`config.mk`:
```
export PLATFORM = sky130hd
export DESIGN_NAME = rbb_queue_flat
export DESIGN_NICKNAME = d
export VERILOG_FILES = /design/src/design/rbb_pkg.sv /design/src/design/rbb_out_if.sv /design/src/design/rbb_queue.sv /design/src/flat_wrapper.sv
export SDC_FILE = /design/constraint.sdc
export NUM_CORES = 1
export LEC_CHECK = 0
export BUFFER_PORTS_ARGS = -buffer_cell sky130_fd_sc_hd__buf_4
export CAP_MARGIN = 20
export CORE_MARGIN = 1
export CORE_UTILIZATION = 60
export DETAILED_ROUTE_END_ITERATION = 10
export GPL_TIMING_DRIVEN = 1
export PLACE_DENSITY = 0.84
export SYNTH_ARGS = -nofsm -noshare
export SYNTH_HDL_FRONTEND = slang
export SYNTH_SLANG_ARGS = --single-unit
export TNS_END_PERCENT = 100
```
`constraint.sdc`:
```
create_clock -name i_clk -period 8 [get_ports i_clk]
set_input_delay 1.2 -clock i_clk [delete_from_list [all_inputs] [get_ports i_clk]]
set_output_delay 1.2 -clock i_clk [all_outputs]
set_load 0.02 [all_outputs]
```
`src/design/rbb_pkg.sv`:
```
// ----------------------------------------------------------------------------
// rbb_pkg: shared definitions for the rgb565 3x3 box blur
// widths, register indexes, result and pipeline structs, divide-by-nine helper
// ----------------------------------------------------------------------------
package rbb_pkg;

    localparam int PIX_W      = 16;
    localparam int COL_W      = 9;
    localparam int ROW_W      = 8;
    localparam int MAX_WIDTH  = 512;
    localparam int MAX_HEIGHT = 256;
    localparam int ADDR_W     = $clog2(MAX_WIDTH);
    localparam int MIN_SIZE   = 3;

    localparam int FW_W       = 10;
    localparam int FH_W       = 9;
    localparam int CFG_DATA_W = 10;
    localparam int CFG_IDX_W  = 1;

    localparam logic [CFG_IDX_W-1:0] REG_FRAME_WIDTH  = 1'd0;
    localparam logic [CFG_IDX_W-1:0] REG_FRAME_HEIGHT = 1'd1;

    localparam logic [FW_W-1:0] FW_RESET = 10'd400;
    localparam logic [FH_W-1:0] FH_RESET = 9'd240;

    // output queue
    localparam int Q_DEPTH = 8;
    localparam int Q_PTR_W = $clog2(Q_DEPTH);
    localparam int Q_CNT_W = $clog2(Q_DEPTH + 1);

    // results per input item
    localparam int N_SLOTS = 3;
    localparam int N_W     = 2;

    // field sums over nine pixels
    localparam int SUM5_W = 9;
    localparam int SUM6_W = 10;

    // floor(s / 9) == (s * 911) >> 13 for every s below 1168
    localparam int DIV9_MUL  = 911;
    localparam int DIV9_SH   = 13;
    localparam int DIV9_PR_W = 20;

    typedef logic [PIX_W-1:0] t_pixel;

    typedef struct packed {
        t_pixel             pixel;
        logic [COL_W-1:0]   col;
        logic [ROW_W-1:0]   row;
        logic               last;
    } t_result;

    typedef struct packed {
        t_pixel             pixel;
        logic [COL_W-1:0]   col;
        logic [ROW_W-1:0]   row;
        logic               row0;
        logic               row_ge2;
        logic               col_ge1;
        logic               col1;
        logic               col_last;
        logic               row_last;
    } t_pos;

    typedef struct packed {
        logic [N_W-1:0]             n;
        t_result [N_SLOTS-1:0]      ent;
        logic                       mean;
        logic [SUM5_W-1:0]          sum_lo;
        logic [SUM6_W-1:0]          sum_mid;
        logic [SUM5_W-1:0]          sum_hi;
    } t_s1;

    typedef struct packed {
        logic                       push;
        logic [N_W-1:0]             n;
        t_result [N_SLOTS-1:0]      ent;
    } t_push;

    typedef struct packed {
        logic [Q_CNT_W-1:0] count;
    } t_q_stat;

    function automatic logic [5:0] div9(input logic [SUM6_W-1:0] s);
        logic [DIV9_PR_W-1:0] prod;
        prod = DIV9_PR_W'(s) * DIV9_PR_W'(DIV9_MUL);
        return prod[DIV9_SH +: 6];
    endfunction

endpackage

```
`src/design/rbb_out_if.sv`:
```
// ----------------------------------------------------------------------------
// rbb_out_if: result output channel
// valid/ready handshake carrying one pixel with its coordinates and last flag
// ----------------------------------------------------------------------------
interface rbb_out_if import rbb_pkg::*; ();
    logic             valid;
    logic             ready;
    t_pixel           out_pixel;
    logic [COL_W-1:0] out_col;
    logic [ROW_W-1:0] out_row;
    logic             last;

    modport source (output valid, output out_pixel, output out_col, output out_row,
                    output last, input ready);
    modport sink   (input valid, input out_pixel, input out_col, input out_row,
                    input last, output ready);
endinterface

```
`src/design/rbb_queue.sv`:
```
// ----------------------------------------------------------------------------
// rbb_queue: output queue
// takes up to three results a cycle, delivers one per output transaction
// ----------------------------------------------------------------------------
module rbb_queue import rbb_pkg::*; (
    input  logic      i_clk,
    input  logic      i_rst_n,
    input  t_push     i_push,
    output t_q_stat   o_stat,
    rbb_out_if.source o_res
);

    t_result            r_mem [Q_DEPTH];
    logic [Q_PTR_W-1:0] r_wp;
    logic [Q_PTR_W-1:0] r_rp;
    logic [Q_CNT_W-1:0] r_count;

    logic               pop;
    logic [Q_CNT_W-1:0] n_count;

    assign pop = o_res.valid && o_res.ready;

    always_comb begin
        n_count = r_count;
        if (i_push.push) begin
            n_count = n_count + Q_CNT_W'(i_push.n);
        end
        if (pop) begin
            n_count = n_count - 1'b1;
        end
    end

    always_ff @(posedge i_clk) begin
        if (!i_rst_n) begin
            r_wp    <= '0;
            r_rp    <= '0;
            r_count <= '0;
        end else begin
            r_count <= n_count;
            if (i_push.push) begin
                r_wp <= r_wp + Q_PTR_W'(i_push.n);
            end
            if (pop) begin
                r_rp <= r_rp + 1'b1;
            end
        end
    end

    always_ff @(posedge i_clk) begin
        for (int i = 0; i < N_SLOTS; i++) begin
            if (i_push.push && (N_W'(i) < i_push.n)) begin
                r_mem[r_wp + Q_PTR_W'(i)] <= i_push.ent[i];
            end
        end
    end

    assign o_stat.count    = r_count;
    assign o_res.valid     = (r_count != '0);
    assign o_res.out_pixel = r_mem[r_rp].pixel;
    assign o_res.out_col   = r_mem[r_rp].col;
    assign o_res.out_row   = r_mem[r_rp].row;
    assign o_res.last      = r_mem[r_rp].last;

endmodule
```
`src/flat_wrapper.sv`:
```
// flat-port wrapper written by rule: the top's interface ports become plain ports
module rbb_queue_flat import rbb_pkg::*;
  (i_clk, i_rst_n, i_push, o_stat, o_res_valid, o_res_out_pixel, o_res_out_col, o_res_out_row, o_res_last, o_res_ready);
  rbb_out_if o_res_i ();
  input  logic i_clk;
  input  logic i_rst_n;
  input  t_push i_push;
  output t_q_stat o_stat;
  output wire logic [$bits(o_res_i.valid)-1:0] o_res_valid;
  output wire logic [$bits(o_res_i.out_pixel)-1:0] o_res_out_pixel;
  output wire logic [$bits(o_res_i.out_col)-1:0] o_res_out_col;
  output wire logic [$bits(o_res_i.out_row)-1:0] o_res_out_row;
  output wire logic [$bits(o_res_i.last)-1:0] o_res_last;
  input wire logic [$bits(o_res_i.ready)-1:0] o_res_ready;
  assign o_res_valid = o_res_i.valid;
  assign o_res_out_pixel = o_res_i.out_pixel;
  assign o_res_out_col = o_res_i.out_col;
  assign o_res_out_row = o_res_i.out_row;
  assign o_res_last = o_res_i.last;
  assign o_res_i.ready = o_res_ready;
  rbb_queue u_core (.i_clk(i_clk), .i_rst_n(i_rst_n), .i_push(i_push), .o_stat(o_stat), .o_res(o_res_i));
endmodule
```
-- Word-level counts from Yosys, hierarchy flattened
Memory sizes are Yosys's and may differ from the RTL's. A register that Yosys moved wholly into a read port is not among the register bits.
Cells that the tools add are included.
- register bits: 10
- bits in writable memories: 272
- input port bits: 108
- output and inout bits: 39
- memories: 1
- $add $sub $neg: 6
- order comparisons: 3
- mux-type cells: 10
- reductions and logical operators: 5
- memories (memory ; words ; width ; read ports ; clocked after memory_dff ; write ports ; RTL line ; RTL):
    u_core.r_mem ; 8 ; 34 ; 1 ; 1 ; 3 ; rbb_queue.sv:13 ; t_result r_mem [Q_DEPTH];
- operator list (operator ; count):
    $mux W4 ; 2
    $add A3 B1 Y3 const B ; 2
    $mux W1 ; 6
    $mux W3 ; 2
    $add A4 B2 Y4 ; 1
    $logic_and A1 B1 Y1 ; 4
    $lt A1 B2 Y1 const A ; 2
    $reduce_bool A4 Y1 ; 1
    $sub A4 B1 Y4 const B ; 1
    $add A3 B2 Y3 ; 1
    $add A3 B2 Y3 const B ; 1
    $lt A2 B2 Y1 const A ; 1

-- Depth between registers and ports, before layout
- word-level depth: 4
- mapped depth: 9
- depth with buffers taken out: 9

-- Worst setup path after synthesis
Ideal clock, no wire load.
- kind: input to register
- start point: input port i_push[102] in the netlist's numbering
- end point: memory u_core.r_mem[1][0] in the netlist's numbering (enable)
- setup time: 0.579 ns
- arrival time: 2.841 ns
- required time: 7.421 ns
- slack: 4.580 ns
- stages: 6
- cells stage by stage: and4_1 -> buf_2 -> nand3_1 -> buf_2 -> buf_2 -> nand3_1
- RTL lines (item ; RTL line ; RTL):
    from (decl) ; flat_wrapper.sv:7 ; input t_push i_push;
    to (decl) ; rbb_queue.sv:13 ;

==> impl_metrics.csv <==
group,metric,value,unit
die,initial_utilization,61.6,%
placement,dp_hpwl,26.7,mm
finish,syn2layout_area_growth,9.34,%
setup_path,cp_cell_sequence,"buf_4 > mux4_2 > mux2_2 > buf_4",
synthesis,seq_area_frac_synth,48.7,%
die,core_area,0.0281,mm²
synthesis,synth_area_per_cell,11.4,µm²
detailed_routing,drt-total-wl,44.2,mm
setup_path,r2r-start,"u_core.r_wp[1]$_SDFFE_PN0P_",
synthesis,ys.warnings.count,0,
detailed_routing,drt-met1-wl,16.9,mm
detailed_routing,drc_errors,0,
detailed_routing,vias_per_cell,6.43,
setup_path,crit_path_start_kind,"flip-flop",
sta,rsz0062_at_grt,"false",
finish,final_nets,1615,
worst_hold_path,min_from,"u_core.r_rp[1]$_SDFFE_PN0P_",
synthesis,async_reset_ff_share,0,%
detailed_routing,highest_layer,"met4",
setup_path,required,6.80,ns
cts,root_buffer,"clkbuf_16",
die,die_w,172,µm
global_route,first_global_vias,12300,
cts,cts_setup_buffers,0,
worst_hold_path,hold_class,"flip-flop to flip-flop",
sta,period_share,55.0,%
power_and_ir_drop,p_per_area,223,mW/mm²
finish,antenna_cells,0,
cts,cts_buffers,30,
die,fp.dieH,172,µm
power_and_ir_drop,total_power,4.23,mW
power_and_ir_drop,combPwrFrac,25.1,%
synthesis,synth_edf_count,272,
setup_path,crit_path_end_kind,"primary output",
power_and_ir_drop,p_leak,6.50,nW
cts,cts.path.max_buffers,3,
cts,clk_latency,0.56,ns
cts,cts.sinks,285,
cts,clkTransAtPathRegs,0.06,ns
cts,cts_hold_buf,0,
sta,tightestPinTransition,1.06,ns
detailed_routing,wl_per_cell,23.3,µm
synthesis,yosysUniqueCellTypes,41,
power_and_ir_drop,switching_share,28.5,%
synthesis,synth_nets,1636,
outcome,status,"completed",
global_route,grt_first_pass_wirelength,68.5,mm
finish,drive_gt1_share,21.9,%
run,maxCapViolations,0,
setup_path,cp_max_fo,40,
die,rows,61,
detailed_routing,num_vias,12200,
detailed_routing,wl_met2,22.0,mm
setup_path,cp_top_family,"multiplexers",
sta,final_hold_viol_count,0,
sta,fin_crit,4.40,ns
setup_path,worstPathArrival,3.20,ns
synthesis,syn_inst,1520,
placement,globalplace.congestion,0.839,
synthesis,synth.top_cells.by_area,"edfxtp_1, mux2i_1, mux4_2",
placement,portBuffers,146,
sta,max_freq,227,MHz
detailed_routing,first_pass_iters,9,
sta,setup_viol,0,
power_and_ir_drop,internal-power,3.02,mW
power_and_ir_drop,power.share.clock,30.9,%
setup_path,slowest_delay,0.76,ns
synthesis,synth-seq-cells,285,
sta,slew_headroom,29.5,%
die,die-area,0.0295,mm²
setup_path,worstSetupPathType,"flip-flop to primary output",
synthesis,synth_top_area_cell,"edfxtp_1",
power_and_ir_drop,pwr-share-seq,44.0,%
cts,cts_tree,"built",
power_and_ir_drop,switchingPower,1.21,mW
synthesis,syn_area,0.0173,mm²
global_route,overflow,0,
sta,maxSlewViolCount,0,
sta,finalSetupTns,0,ns
synthesis,ys.flop_type,"edfxtp_1",
setup_path,path_common_cell,"buf_4",
cts,cts-resized-gates,0,
setup_path,slowest_stage,"buf_4",
placement,place_area,0.0180,mm²
global_route,grt_max_degree,70,
global_route,antenna_found_initial,0,
global_route,grt.total_usage,30.5,%
finish,postLayoutCellArea,0.0189,mm²
detailed_routing,drtIter0Drc,1564,
synthesis,yosys.area.top_type_share,47.2,%
power_and_ir_drop,irDropWorstVdd,0.240,mV
sta,finClkSkew,0.0155,ns
die,ios,147,
setup_path,critPathBufInv,2,
cts,cts_htree_levels,1,
detailed_routing,ant_nets,0,
detailed_routing,met3WireLength,3.91,mm
[registers in the layout, indices dropped and copies added (netlist names), named ones only]
signal and cells:
u_core.o_stat 4, u_core.r_mem 272, u_core.r_rp 3, u_core.r_wp 3
[layer usage]
layer	vias to the layer above	GRT usage [%]
met3	121	5.22
met2	710	51.7
li1	5461	-
met4	0	11.0
met1	5932	39.4
met5	-	0
[synthesized netlist by cell type (3+ instances only)]
master / number
inv_1: 7
edfxtp_1: 272
buf_1: 21
o21ai_1: 121
buf_2: 30
mux2_2: 35
nor3_2: 6
nand3_1: 9
nand2_1: 151
dfxtp_1: 13
buf_4: 9
a21oi_1: 137
nor2b_1: 5
nor2_1: 140
ha_1: 6
mux2i_1: 275
a211o_1: 3
mux4_2: 68
clkbuf_1: 128
buf_8: 9
nand2b_1: 3
and2_1: 11
buf_6: 21
xnor2_1: 4
o21ai_0: 17
[placed cells by master, fill, tap and decap left out, types with 5 or more instances in the layout]
cell | Yosys | final
a21oi_1 | 137 | 137
and2_1 | 11 | 7
buf_4 | 9 | 163
clkbuf_1 | 128 | 11
clkbuf_16 | 0 | 31
clkinv_1 | 0 | 8
dfxtp_1 | 13 | 10
edfxtp_1 | 272 | 272
ha_1 | 6 | 6
inv_1 | 7 | 7
mux2_2 | 35 | 35
mux2i_1 | 275 | 275
mux4_2 | 68 | 68
nand2_1 | 151 | 149
nand3_2 | 0 | 8
nor2_1 | 140 | 140
nor2b_1 | 5 | 5
nor3_4 | 0 | 6
o21ai_0 | 17 | 17
o21ai_1 | 121 | 121
[tightest hold or removal path, delay by kind of cell, from the launching register on]
| family | cells | cell delay [ns] |
|---|---|---|
| and+or+nand+nor | 1 | 0.05 |
| DFF | 1 | 0.31 |
| AOI/OAI and AO/OA | 1 | 0.08 |
[logic make-up after synthesis]
| logic type | synth area share [%] |
|---|---|
| compound gates | 8.37 |
| xor+xnor | 0.492 |
| fa+ha+maj | 0.665 |
| buf+inv | 6.82 |
| flops | 48.7 |
| mux | 27.0 |
| simple gates | 7.91 |
[stage by stage]
| step | utilization, % | hold slack [ns] | instances | worst slack (ns) |
|---|---|---|---|---|
| 4_1_cts | 67.2 | 0.498 | 1898 | 3.50 |
| 3_3_place_gp | 63.9 | 0.465 | 1842 | 4.12 |
| 6_report | 67.4 | 0.491 | 1900 | 3.60 |
| 3_5_place_dp | 64.0 | 0.489 | 1843 | 4.01 |
| 5_1_grt | 67.4 | 0.519 | 1900 | 3.40 |
| 2_1_floorplan | - | 0.467 | 1520 | 4.58 |
[path summary, 6_finish.rpt]
check,to,slack (ns),cells after the start
max reg2reg,u_core.r_mem[0][23]$_DFFE_PP_,4.73,6
min,flip-flop,0.49,2
max,o_res_out_pixel[0],3.60,4
min reg2reg,flip-flop,0.49,2
[area by class of cell]
cell class	count	area [µm²]
Tap cell	378	473
Sequential cell	285	8440
Clock inverter	13	80.1
Clock buffer	42	817
Fill cell	1998	9170
Multi-Input combinational cell	1009	7790
Inverter	7	26.3
Timing Repair Buffer	166	1300
[power by group through the flow]
| stage | logic, mW | clock network [mW] | registers (mW) |
|---|---|---|---|
| after floorplan | 0.822 | 0 | 1.80 |
| after global placement | 1.03 | 0 | 1.89 |
| after detailed placement | 1.06 | 0 | 1.89 |
| after CTS | 1.07 | 1.31 | 1.86 |
| after global routing | 1.14 | 1.36 | 1.87 |
| final | 1.06 | 1.31 | 1.86 |
(Power assumes the default switching activity.)
