## src/design/rbb_pkg.sv

```systemverilog
// ----------------------------------------------------------------------------
// rbb_pkg: shared definitions for the rgb565 3x3 box blur
// widths, register indexes, result and pipeline structs, divide-by-nine helper
// ----------------------------------------------------------------------------
package rbb_pkg;

    localparam int PIX_W      = 16;
    localparam int COL_W      = 9;
    localparam int ROW_W      = 8;
    localparam int MAX_WIDTH  = 512;
    localparam int MAX_HEIGHT = 256;
    localparam int ADDR_W     = $clog2(MAX_WIDTH);
    localparam int MIN_SIZE   = 3;

    localparam int FW_W       = 10;
    localparam int FH_W       = 9;
    localparam int CFG_DATA_W = 10;
    localparam int CFG_IDX_W  = 1;

    localparam logic [CFG_IDX_W-1:0] REG_FRAME_WIDTH  = 1'd0;
    localparam logic [CFG_IDX_W-1:0] REG_FRAME_HEIGHT = 1'd1;

    localparam logic [FW_W-1:0] FW_RESET = 10'd400;
    localparam logic [FH_W-1:0] FH_RESET = 9'd240;

    // output queue
    localparam int Q_DEPTH = 8;
    localparam int Q_PTR_W = $clog2(Q_DEPTH);
    localparam int Q_CNT_W = $clog2(Q_DEPTH + 1);

    // results per input item
    localparam int N_SLOTS = 3;
    localparam int N_W     = 2;

    // field sums over nine pixels
    localparam int SUM5_W = 9;
    localparam int SUM6_W = 10;

    // floor(s / 9) == (s * 911) >> 13 for every s below 1168
    localparam int DIV9_MUL  = 911;
    localparam int DIV9_SH   = 13;
    localparam int DIV9_PR_W = 20;

    typedef logic [PIX_W-1:0] t_pixel;

    typedef struct packed {
        t_pixel             pixel;
        logic [COL_W-1:0]   col;
        logic [ROW_W-1:0]   row;
        logic               last;
    } t_result;

    typedef struct packed {
        t_pixel             pixel;
        logic [COL_W-1:0]   col;
        logic [ROW_W-1:0]   row;
        logic               row0;
        logic               row_ge2;
        logic               col_ge1;
        logic               col1;
        logic               col_last;
        logic               row_last;
    } t_pos;

    typedef struct packed {
        logic [N_W-1:0]             n;
        t_result [N_SLOTS-1:0]      ent;
        logic                       mean;
        logic [SUM5_W-1:0]          sum_lo;
        logic [SUM6_W-1:0]          sum_mid;
        logic [SUM5_W-1:0]          sum_hi;
    } t_s1;

    typedef struct packed {
        logic                       push;
        logic [N_W-1:0]             n;
        t_result [N_SLOTS-1:0]      ent;
    } t_push;

    typedef struct packed {
        logic [Q_CNT_W-1:0] count;
    } t_q_stat;

    function automatic logic [5:0] div9(input logic [SUM6_W-1:0] s);
        logic [DIV9_PR_W-1:0] prod;
        prod = DIV9_PR_W'(s) * DIV9_PR_W'(DIV9_MUL);
        return prod[DIV9_SH +: 6];
    endfunction

endpackage

```

## src/design/rbb_mean.sv

```systemverilog
// ----------------------------------------------------------------------------
// rbb_mean: divide stage
// divides the field sums by nine, repacks and hands results to the queue
// ----------------------------------------------------------------------------
module rbb_mean import rbb_pkg::*; (
    input  logic    i_clk,
    input  logic    i_rst_n,
    input  logic    i_s1_valid,
    input  t_s1     i_s1,
    output logic    o_s2_ready,
    input  t_q_stat i_q_stat,
    output t_push   o_push
);

    logic r_s2v;
    t_s1  r_s2;

    logic [Q_CNT_W-1:0] free;
    logic               s2_adv;
    logic [5:0]         q_lo;
    logic [5:0]         q_mid;
    logic [5:0]         q_hi;

    assign free       = Q_CNT_W'(Q_DEPTH) - i_q_stat.count;
    assign s2_adv     = r_s2v && (free >= Q_CNT_W'(r_s2.n));
    assign o_s2_ready = !r_s2v || s2_adv;

    always_ff @(posedge i_clk) begin
        if (!i_rst_n) begin
            r_s2v <= 1'b0;
        end else begin
            if (i_s1_valid && o_s2_ready) begin
                r_s2v <= 1'b1;
            end else if (s2_adv) begin
                r_s2v <= 1'b0;
            end
        end
    end

    always_ff @(posedge i_clk) begin
        if (i_s1_valid && o_s2_ready) begin
            r_s2 <= i_s1;
        end
    end

    assign q_lo  = div9(SUM6_W'(r_s2.sum_lo));
    assign q_mid = div9(r_s2.sum_mid);
    assign q_hi  = div9(SUM6_W'(r_s2.sum_hi));

    always_comb begin
        o_push.push = s2_adv;
        o_push.n    = r_s2.n;
        o_push.ent  = r_s2.ent;
        // the blurred pixel is always the first result of its transaction
        if (r_s2.mean) begin
            o_push.ent[0].pixel = {q_hi[4:0], q_mid, q_lo[4:0]};
        end
    end

endmodule

```

## config.mk

```make
export PLATFORM = sky130hd
export DESIGN_NAME = rbb_mean
export DESIGN_NICKNAME = d
export VERILOG_FILES = /design/src/design/rbb_pkg.sv /design/src/design/rbb_mean.sv
export SDC_FILE = /design/constraint.sdc
export NUM_CORES = 1
export LEC_CHECK = 0
export BUFFER_PORTS_ARGS = -buffer_cell sky130_fd_sc_hd__buf_4
export CORE_ASPECT_RATIO = 1.75
export CORE_MARGIN = 2
export CORE_UTILIZATION = 35
export DETAILED_ROUTE_END_ITERATION = 12
export GPL_TIMING_DRIVEN = 1
export PLACE_DENSITY = 0.59
export RECOVER_POWER = 50
export SYNTH_ARGS = -nofsm -noshare
export SYNTH_HDL_FRONTEND = slang
export SYNTH_SLANG_ARGS = --single-unit
```

## constraint.sdc

```tcl
create_clock -name i_clk -period 7.9 [get_ports i_clk]
set_input_delay 1.58 -clock i_clk [delete_from_list [all_inputs] [get_ports i_clk]]
set_output_delay 1.58 -clock i_clk [all_outputs]
set_load 0.02 [all_outputs]
```

# == Yosys cells after proc, flatten, opt, wreduce, memory -nomap -nowiden ==
# Index checks and enable logic that the tools add are counted.
# word_totals
in_bits,140
reg_bits,134
output_inout_bits,106
# op_classes
n_mul,3
n_lt_le_gt_ge,1
n_addsub,1
n_reduce_logical,5
muxes,3
# op_table
cell,n
multiplier 9 x 10 -> 18 bit (second input constant),2
multiplier 10 x 10 -> 19 bit (second input constant),1
2-to-1 mux 16 bit,1
>= comparator 4 x 2 -> 1 bit,1
subtractor 4 bit (first input constant),1
logical AND 1 bit,2
2-to-1 mux 1 bit,2
nonzero test 2 bit,1
zero test 1 bit,1
logical OR 1 bit,1

# == Logic depth before layout (Yosys ltp) ==
# Gate-level depths: netlist (run 1).
# logic_depth
word_depth,6
ltp_mapped,17
mapped_depth_nobuf,17

# == Worst setup path before layout (run 1) ==
# Ideal clock, no wire load.
# synth_path
path_type,input to register
start,input port i_q_stat[0] in the netlist's numbering
end,"register r_s2 (netlist bit o_push[0]), enable pin"
arrival_ns,5.611
path_slack_ns,1.781
stages,6
setup_ns,0.507
required_ns,7.393
path_cell_list,inv_1 -> ha_1 -> ha_1 -> o21ai_0 -> nand4_1 -> and2_1
# synth_via
elab_chain_len,5
# synth_rtl
element,line_no,source
from (decl),rbb_mean.sv:11,"input t_q_stat i_q_stat,"
subtractor 4 bit,rbb_mean.sv:24,assign free = Q_CNT_W'(Q_DEPTH) - i_q_stat.count;
>= comparator 4 x 2 -> 1 bit,rbb_mean.sv:25,assign s2_adv = r_s2v && (free >= Q_CNT_W'(r_s2.n));
logical AND 1 bit,rbb_mean.sv:25,
logical OR 1 bit,rbb_mean.sv:26,assign o_s2_ready = !r_s2v || s2_adv;
named net o_s2_ready,rbb_mean.sv:10,"output logic o_s2_ready,"
logical AND 1 bit,rbb_mean.sv:41,if (i_s1_valid && o_s2_ready) begin
to (signal assigned),rbb_mean.sv:42,r_s2 <= i_s1;
to (decl),rbb_mean.sv:16,t_s1 r_s2;
# The timed path passes the listed nets, and every way through them passes these cells.
# A chain may end at the register's enable or synchronous reset.

==> results of run 1 <==
-- placed cells by master, fill, tap and decap left out, types with 3 or more instances in the layout --
cell type and count:
a21o_1 4, fa_1 69, clkbuf_4 131, buf_4 62, o21ai_1 3, a31oi_1 4, xor2_1 4, mux2_2 10
a211oi_1 3, o211ai_1 4, ha_1 147, a21oi_1 13, nand2_1 8, xnor2_1 21, inv_1 164, inv_6 7
clkbuf_16 17, clkbuf_1 56, nand3_1 3, nor3_1 3, o21ai_0 4, edfxtp_1 133, nor2_1 14, clkinv_4 3
-- worst paths after layout --
path,startpoint,end,slack (ns),depth (start not counted)
min,r_s2v,r_s2v,0.60,2
min reg2reg,r_s2v,r_s2v,0.60,2
max,r_s2[25],o_push[21],1.38,15
max reg2reg,o_push[102],r_s2[5],5.44,5
-- sequential cells by signal (all words and copies together) (netlist names) --
signal and flops:
o_push 88, r_s2 45, r_s2v 1
-- worst register-to-register path, cell delays in order, from the launching register on --
cell	delay (ns)
edfxtp_1	0.39
ha_1	0.29
o21ai_0	0.11
nand4_1	0.17
and2_4	0.41
buf_4	0.65
-- kinds of logic (layout without fill, tap and decap cells) --
kind of cell,Yosys count,count (layout)
AND/OR/NAND/NOR,43,43
other,0,2
XOR/XNOR,25,25
adder cells (fa/ha/maj),216,216
AO/OA/AOI/OAI,48,48
buffers and inverters,255,444
flip-flops,134,134
multiplexers,11,11
-- report_power, final --
part           total [mW]  internal (mW)  switching [mW]
clock network       0.735          0.408           0.327
logic                1.34          0.609           0.727
registers           0.857          0.834          0.0229
total                2.93           1.85            1.08
-- cell type report --
type | count | area (µm²) | share of cell area, %
clock inverter | 14 | 114 | 1.00
multi-input combinational | 343 | 4110 | 36.2
timing repair buffer | 248 | 1660 | 14.6
sequential | 134 | 4010 | 35.4
antenna | 2 | 5.00 | 0.0441
tap | 324 | 405 | 3.57
clock buffer | 18 | 429 | 3.78
inverter | 164 | 616 | 5.42
-- routing by layer --
| layer | vias to the layer above | wire length [µm] |
|---|---|---|
| met5 | - | 0 |
| met4 | 0 | 640 |
| met3 | 32 | 1110 |
| met2 | 140 | 11700 |
| met1 | 2623 | 6900 |
| li1 | 2689 | - |
-- metrics by stage --
step	area, µm²	util (%)	instances
6_report	11400	42.9	1247
2_1_floorplan	9420	-	732
4_1_cts	11600	43.6	1245
3_5_place_dp	11000	41.6	1213
5_1_grt	11400	42.9	1247
3_3_place_gp	11000	41.6	1213
==> key figures, run 1 <==
Status
  • Outcome: completed

Setup path
  • Crit path max-delay family: adder cells
  • Critical Path AT: 4.94 ns
  • WP data required: about 6.3 ns
  • CP endpoint kind: primary output
  • WP buf/inv: 3
  • Crit Path Class: flip-flop to primary output
  • Startpoint Class: flip-flop
  • Crit path max fanout: 5
  • Slowest Stage Delay on Critical Path: 0.55 ns
  • CP cell instances: fa_1 -> fa_1 -> inv_1 -> fa_1 -> fa_1 -> inv_1 -> ha_1 -> and4_1 -> o211ai_1 -> a21oi_1 -> a211o_2 -> a211o_1 -> xor2_1 -> mux2_4 -> buf_4
  • Crit path max-delay cell type: fa_1
  • Most used cell, CP: fa_1

Timing
  • Achievable frequency: 0.153 GHz
  • Hold slack: 0.597 ns
  • Setup violations, final: 0
  • Least-Margin Pin Slew: between 0.7 and 0.8 ns
  • Skew final: approximately 0.0083 ns
  • RSZ-0062 raised after global routing: false
  • Rel. slew slack: 51.1%
  • Setup_tns: 0 ns
  • Final Hold Violating Endpoints: 0
  • Worst setup margin: 1.38 ns
  • Final worst path period share: 82.6%
  • Period minus WS final: 6.52 ns
  • Max Transition Viols Final: 0

Synth
  • Largest family of logic cells by synthesized area: adder cells
  • Post-Syn Area: 9420 µm²
  • Yosys reg bits: 134
  • Mean area per synthesized cell: 12.9 µm²
  • Register area share after synthesis: 42.6%
  • Yosys cell types: 46
  • Simple-gate share of the synthesized area: 2.35%
  • Post-Syn Nets: 1088
  • Top_reg_cell synth: edfxtp_1
  • Synthesized instance count: 732
  • Ys async rst share: 0%
  • Post-Synth Adder-Cell Area: roughly a third
  • Synth Area in Compound Gates: roughly 3.4%
  • Synth Area in XOR/XNOR: 2.32%
  • Most area-hungry cell type in the Yosys netlist: edfxtp_1
  • Yosys Warn Count: 0
  • Most common cell in the synthesized netlist: inv_1
  • Post-synth top cells: 164 x inv_1, 147 x ha_1, 133 x edfxtp_1, 89 x buf_4, 69 x fa_1
  • Post-synth EDFFs: 133
  • Synth area leaders: edfxtp_1 42%, ha_1 20%, fa_1 15%
  • Mux contribution to synthesized area: 1.36%
  • Post-synth top area share: 42.4%

Placement
  • Placer Congestion: 0.835
  • Worst slack at placement: roughly 1.8 ns
  • Port Buffers: 245
  • DPL Wire Length: 17.4 mm

Global routing
  • Initial antenna violation count: 3
  • First-pass GRT wire length: around 32 mm
  • GR Layer Usage met2: just under 30%
  • Gr busiest metal: met2
  • Vias in the first global route: 6124
  • Largest net degree at the start of global routing: 55
  • Gr usage total: 15.3%
  • GRT overflow: 0
  • Grt met1 use: 14.7%
  • Grt met3 use: approximately 4.2%

Floorplan
  • DIE HEIGHT: 221 µm
  • Die width: 128 µm
  • Row cnt: between 70 and 80
  • Ports: 246
  • DIE AREA: 28300 µm²
  • Core area: 26500 µm²
  • Initial Utilization: 35.6%

Drt
  • 1st-iter DRT viols: roughly 160
  • Avg WL per Cell: 16.3 µm
  • DRC viols: 0
  • DR pass1 iterations: 4
  • Vias per cell: between 4 and 5
  • Via count: 5484
  • Antenna viol nets, final: 0
  • Routed WL: just over 20 mm

Clocking
  • Clk buf depth: 2
  • CTS H-tree depth: 4
  • Reg clk slew, reported paths: 0.06 ns
  • Clock sinks: 134
  • Cts repair resizes: 0
  • Cts-stage hold buffer count: 0
  • Post-CTS Setup Repair Bufs: 0
  • CTS tree: done
  • Clk root buf: clkbuf_16
  • Worst-Skew Late Latency: 0.43 ns
  • TritonCTS Buffers: 17

Power and ir drop
  • Leak: roughly 5.4 nW
  • Total power: 2.93 mW
  • Worst ir drop on vdd: 0.161 mV
  • Pwr/cell area: 258 nW/µm²

Run
  • # Max-Cap Violations: 0

Finish
  • Layout cells sized above 1: a little over a quarter
  • Nets@finish: approximately 1300
  • P&R area growth vs syn: 20.5%
  • Fillers: 2570

Hold path
  • Hold Path Class: flip-flop to flip-flop
No activity file was read; power rests on OpenSTA's default activity.
==> run 2, diff against run 1 <==
==> constraint.sdc (replaced) <==
create_clock -name i_clk -period 6.3 [get_ports i_clk]
set_input_delay 1.26 -clock i_clk [delete_from_list [all_inputs] [get_ports i_clk]]
set_output_delay 1.26 -clock i_clk [all_outputs]
set_load 0.02 [all_outputs]
==> run 2 against run 1 <==
Against the previous run: hold slack worse by 0.0046 ns; clock power grew 35%; global-route usage down 0.16 points; die area unchanged; clock skew barely moved; sequential power up 25%; largest cell class unchanged.
==> key figures, run 2 (same netlist as run 1, synthesis figures left out) <==
Power and ir drop
  • Comb power frac: a little under half
  • Flop pwr share: ~28%
  • Pwr/cell area: 333 nW/µm²
  • Leak: 5.48 nW
  • Sw power: around 1.5 mW
  • Clk network pwr share: between 20% and 30%
  • Worst ir drop on vdd: 0.202 mV
  • Total internal power: 2.45 mW
  • Total power: ~3.9 mW
  • Sw frac: 37.2%

Timing
  • Final worst path period share: 97.3%
  • Period minus WS final: 6.13 ns
  • Setup_tns: 0 ns
  • Least-Margin Pin Slew: 0.896 ns
  • Skew final: about 0.0088 ns
  • Rel. slew slack: 40.3%
  • Final Hold Violating Endpoints: 0
  • Max Transition Viols Final: 0
  • Setup violations, final: 0
  • Achievable frequency: around 0.16 GHz

Finish
  • Largest register FFs: 88
  • Commonest cells after routing, fill and taps aside: 161 x inv_1, 139 x ha_1, 134 x clkbuf_4
  • Layout cells sized above 1: between 30% and 40%
  • P&R area growth vs syn: 24.6%
  • Commonest non-fill, non-tap cell in the layout: inv_1
  • Nets@finish: 1280

Setup path
  • Slowest Stage Delay on Critical Path: between 0.5 and 0.6 ns
  • Startpoint Class: flip-flop
  • Most used cell, CP: fa_1
  • Crit path max fanout: 4
  • Crit path max-delay cell type: fa_1
  • CP Depth: 17
  • Critical R2R Capture: o_push[1]
  • WP buf/inv: 4
  • CP endpoint kind: primary output
  • R2R depth: 5
  • CP cell instances: buf_4 -> fa_1 -> ha_4 -> inv_1 -> fa_1 -> inv_1 -> fa_1 -> ha_1 -> ha_4 -> and3_4 -> nand2_1 -> nand3b_1 -> a31oi_4 -> a21oi_2 -> xnor2_1 -> mux2_2 -> buf_4
  • Worst r2r src: o_push[102]
  • Critical Path AT: 4.87 ns
  • WP data required: roughly 5 ns
  • Crit Path Class: flip-flop to primary output
  • Crit path max-delay family: adder cells
  • Worst reg-to-reg setup slack: 3.85 ns
  • Worst Setup SP: r_s2[12]

Run
  • # Max-Cap Violations: 0

Hold path
  • Hold Path Class: flip-flop to flip-flop
  • Min-Delay Endpoint: r_s2v
  • Hold wc startpoint: r_s2v
  • Hold path depth: 2

Global routing
  • Gr usage total: 15.1%
  • Largest net degree at the start of global routing: 87
  • GRT overflow: 0
  • Vias in the first global route: 6094
  • First-pass GRT wire length: 31.4 mm
  • Initial antenna violation count: 3

Clocking
  • Clk buf depth: 2
  • Clk root buf: clkbuf_16
  • Cts-stage hold buffer count: 0
  • CTS tree: done
  • TritonCTS Buffers: 17
  • Reg clk slew, reported paths: 0.07 ns
  • Clock sinks: ~130
  • Worst-Skew Late Latency: 0.43 ns
  • CTS H-tree depth: 4

Drt
  • Antenna viol nets, final: 0
  • DR pass1 iterations: 4
  • 1st-iter DRT viols: 106
  • Routed WL: 20.3 mm
  • Avg WL per Cell: about 16 µm
  • DRC viols: 0
  • Vias per cell: 4.38
  • Via count: 5542

Status
  • Outcome: completed

Floorplan
  • DIE HEIGHT: ~220 µm
  • DIE AREA: 28300 µm²
  • Die width: between 100 and 150 µm
  • Initial Utilization: 35.6%
  • Ports: approximately 250
  • Row cnt: a little under 80
  • Core area: 26500 µm²

Placement
  • Port Buffers: 245
  • Placer Congestion: 0.832
  • DPL Wire Length: 17.0 mm
run 2: changes by cell type in the layout (fill, tap and decap cells not counted), moves of 3 or more:
cell	previous run	this run
buf_4	62	78
ha_1	147	139
ha_4	0	7
clkinv_8	0	6
clkbuf_1	56	51
clkbuf_4	131	134
clkinv_4	3	0
inv_1	164	161
inv_2	0	3
run 2: cell type report:
cell class,instances,area [µm²]
Antenna cell,3,7.51
Clock buffer,17,425
Clock inverter,15,180
Fill cell,2487,14800
Inverter,164,616
Multi-Input combinational cell,343,4280
Sequential cell,134,4010
Tap cell,324,405
Timing Repair Buffer,264,1800
run 2: how the worst max path moves through the flow:
stage / slack [ns] / end
3_3_place_gp: 0.57 / o_push[21]
4_1_cts: 0.008 / o_push[21]
3_5_place_dp: 0.50 / o_push[21]
5_1_grt: -0.05 / o_push[28]
2_1_floorplan: 0.50 / o_push[0]
6_report: 0.17 / o_push[28]
run 2: layer usage:
metal	vias up	wire length, µm	global-route usage (%)
met5	-	0	0
met4	0	580	7.59
met3	27	988	4.26
met2	122	11800	28.7
met1	2673	6910	14.5
li1	2720	-	-
run 2: through the flow:
stage	hold slack (ns)	utilization (%)	cells	worst slack, ns	instance area (µm²)
6_report	0.593	44.3	1264	0.169	11700
5_1_grt	0.652	44.3	1263	-0.0467	11700
4_1_cts	0.594	43.8	1243	0.00767	11600
3_5_place_dp	0.557	41.6	1211	0.502	11000
3_3_place_gp	0.573	41.6	1211	0.570	11000
2_1_floorplan	0.655	-	732	0.501	9420
run 2: what timing repair did:
action / in CTS / in global routing
endpoints found under the setup margin: 0 / 10
resized for setup: 0 / 25
buffers inserted: 0 / 18
run 2: tightest hold or removal path, stage by stage (launching register included):
cell and delay [ns]:
dfxtp_1 0.32, nand4_1 0.11, a21boi_0 0.11
run 2: power by group through the flow:
stage               logic, mW  registers (mW)  clock network [mW]
CTS                      1.72            1.08                1.02
global route             2.10            1.08                1.05
floorplan                1.22            1.09                   0
global placement         1.69            1.09                   0
finish                   1.84            1.07               0.992
detailed placement       1.71            1.10                   0
==> run 3, diff against run 2 <==
--- a/config.mk
+++ b/config.mk
@@ -11,7 +11,7 @@
 export CORE_UTILIZATION = 35
 export DETAILED_ROUTE_END_ITERATION = 12
 export GPL_TIMING_DRIVEN = 1
-export PLACE_DENSITY = 0.59
+export PLACE_DENSITY_LB_ADDON = 0.2
 export RECOVER_POWER = 50
 export SYNTH_ARGS = -nofsm -noshare
 export SYNTH_HDL_FRONTEND = slang
==> run 3 against run 2 <==
Against the previous run: combinational power down 2%; final cell count down 0.47%; count of clock-buffer cells in the layout up 2; critical path type unchanged; critical endpoint is now o_push[26]; largest cell class unchanged.
==> key figures, run 3 (same netlist as run 1, synthesis figures left out) <==
Status
  • Outcome: completed

Timing
  • Final worst path period share: 97.3%
  • Max Transition Viols Final: 0
  • Period minus WS final: a little over 6 ns
  • Final Hold Violating Endpoints: 0
  • Setup_tns: 0 ns
  • Setup violations, final: 0
  • Rel. slew slack: 42.2%
  • Achievable frequency: 0.163 GHz
  • Skew final: 0.00788 ns
  • Least-Margin Pin Slew: 0.867 ns

Setup path
  • Startpoint Class: flip-flop
  • WP buf/inv: 3
  • Most used cell, CP: fa_1
  • WP data required: roughly 5.0 ns
  • Slowest Stage Delay on Critical Path: 0.54 ns
  • Crit path max fanout: 4
  • CP cell instances: fa_1 -> ha_4 -> inv_1 -> fa_1 -> inv_1 -> fa_1 -> ha_1 -> ha_1 -> a21o_1 -> a21o_1 -> a221oi_4 -> nand2_2 -> a21oi_2 -> xnor2_1 -> mux2_2 -> buf_4
  • Crit path max-delay family: adder cells
  • CP endpoint kind: primary output
  • Crit Path Class: flip-flop to primary output
  • Critical Path AT: 4.87 ns
  • Crit path max-delay cell type: fa_1

Finish
  • Layout cells sized above 1: between 20% and 30%
  • Largest register FFs: 88
  • Non-Filler Instances: 1258
  • Commonest non-fill, non-tap cell in the layout: inv_1
  • Fillers: 2558
  • Commonest cells after routing, fill and taps aside: 162 x inv_1, 141 x ha_1, 133 x edfxtp_1
  • P&R area growth vs syn: 23.0%
  • Nets@finish: 1276

Drt
  • DR pass1 iterations: 4
  • DRC viols: 0
  • Avg WL per Cell: 16.7 µm
  • Routed WL: 21.1 mm
  • Vias per cell: between 4 and 5
  • Via count: 5593
  • Antenna viol nets, final: 0
  • 1st-iter DRT viols: 119

Floorplan
  • DIE AREA: 28300 µm²
  • DIE HEIGHT: 221 µm
  • Core area: 26500 µm²
  • Row cnt: 79
  • Die width: between 100 and 150 µm
  • Initial Utilization: 35.6%
  • Ports: between 200 and 250

Global routing
  • Initial antenna violation count: 3
  • Largest net degree at the start of global routing: 85
  • Vias in the first global route: 6125
  • First-pass GRT wire length: 32.4 mm
  • GRT overflow: 0
  • Gr usage total: 15.6%

Power and ir drop
  • Sw power: 1.40 mW
  • Flop pwr share: 28.5%
  • Sw frac: a little under two fifths
  • Total internal power: 2.38 mW
  • Worst ir drop on vdd: roughly 0.23 mV
  • Comb power frac: 47.5%
  • Leak: 5.41 nW
  • Clk network pwr share: 24.0%
  • Pwr/cell area: 327 nW/µm²

Run
  • # Max-Cap Violations: 0

Clocking
  • Reg clk slew, reported paths: 0.06 ns
  • CTS H-tree depth: 4
  • TritonCTS Buffers: 17
  • Clk root buf: clkbuf_16
  • Cts-stage hold buffer count: 0
  • Clock sinks: 134
  • Clk buf depth: 2
  • CTS tree: done
  • Worst-Skew Late Latency: 0.43 ns

Placement
  • Placed cell count: around 1200
  • Port Buffers: 245
  • DPL Wire Length: 17.7 mm
  • Placer Congestion: 0.828

Hold path
  • Hold Path Class: flip-flop to flip-flop
## run 3: final cells by class
type | instances | area, µm² | share of cell area [%]
inverter | 164 | 616 | 5.32
sequential | 134 | 4010 | 34.7
antenna | 2 | 5.00 | 0.0432
timing repair buffer | 260 | 1760 | 15.2
tap | 324 | 405 | 3.50
multi-input combinational | 343 | 4250 | 36.7
clock buffer | 19 | 433 | 3.74
clock inverter | 12 | 93.8 | 0.810
## run 3: timing repair
item                                    4_1_cts  5_1_grt
setup buffers                                 0       14
resized for setup                             0       21
endpoints found under the setup margin        0       10
## run 3: final timing paths
kind,startpoint,depth (start not counted),slack [ns],endpoint
setup / recovery,r_s2[12],16,0.17,o_push[26]
hold / removal,r_s2v,2,0.56,r_s2v
setup reg to reg,o_push[102],5,3.86,o_push[14]
hold reg to reg,r_s2v,2,0.56,r_s2v
## run 3: per-stage QoR
| step | instance area, µm² | utilization [%] | hold WS, ns | setup slack (ns) | power, mW |
|---|---|---|---|---|---|
| detailed placement | 11000 | 41.6 | 0.541 | 0.493 | 2.82 |
| global placement | 11000 | 41.6 | 0.559 | 0.518 | 2.80 |
| floorplan | 9420 | - | 0.655 | 0.501 | 2.31 |
| global route | 11600 | 43.7 | 0.599 | -0.0446 | 4.11 |
| finish | 11600 | 43.7 | 0.565 | 0.169 | 3.78 |
| CTS | 11500 | 43.5 | 0.557 | 0.00553 | 3.76 |
## run 3: routing by layer
metal	track usage, %	vias to the layer above	part of all wire (%)	wire length [µm]
met4	6.49	2	2.7	566
li1	-	2708	-	-
met2	29.9	135	58	12200
met5	0	-	0.062	13
met3	4.55	29	4.8	1000
met1	15.3	2719	34	7240
## run 3: power groups by stage
stage | sequential [mW] | clock, mW | combinational (mW)
after floorplan | 1.09 | 0 | 1.22
after global placement | 1.10 | 0 | 1.71
after detailed placement | 1.10 | 0 | 1.72
after CTS | 1.08 | 0.939 | 1.74
after global routing | 1.08 | 0.970 | 2.05
final | 1.08 | 0.908 | 1.80
## run 3: worst register-to-register path, stage by stage (launching register included)
cell and delay, ns:
edfxtp_1 0.39, ha_1 0.28, o21ai_0 0.11, nand4_1 0.15, and2_4 0.63, buf_12 0.46
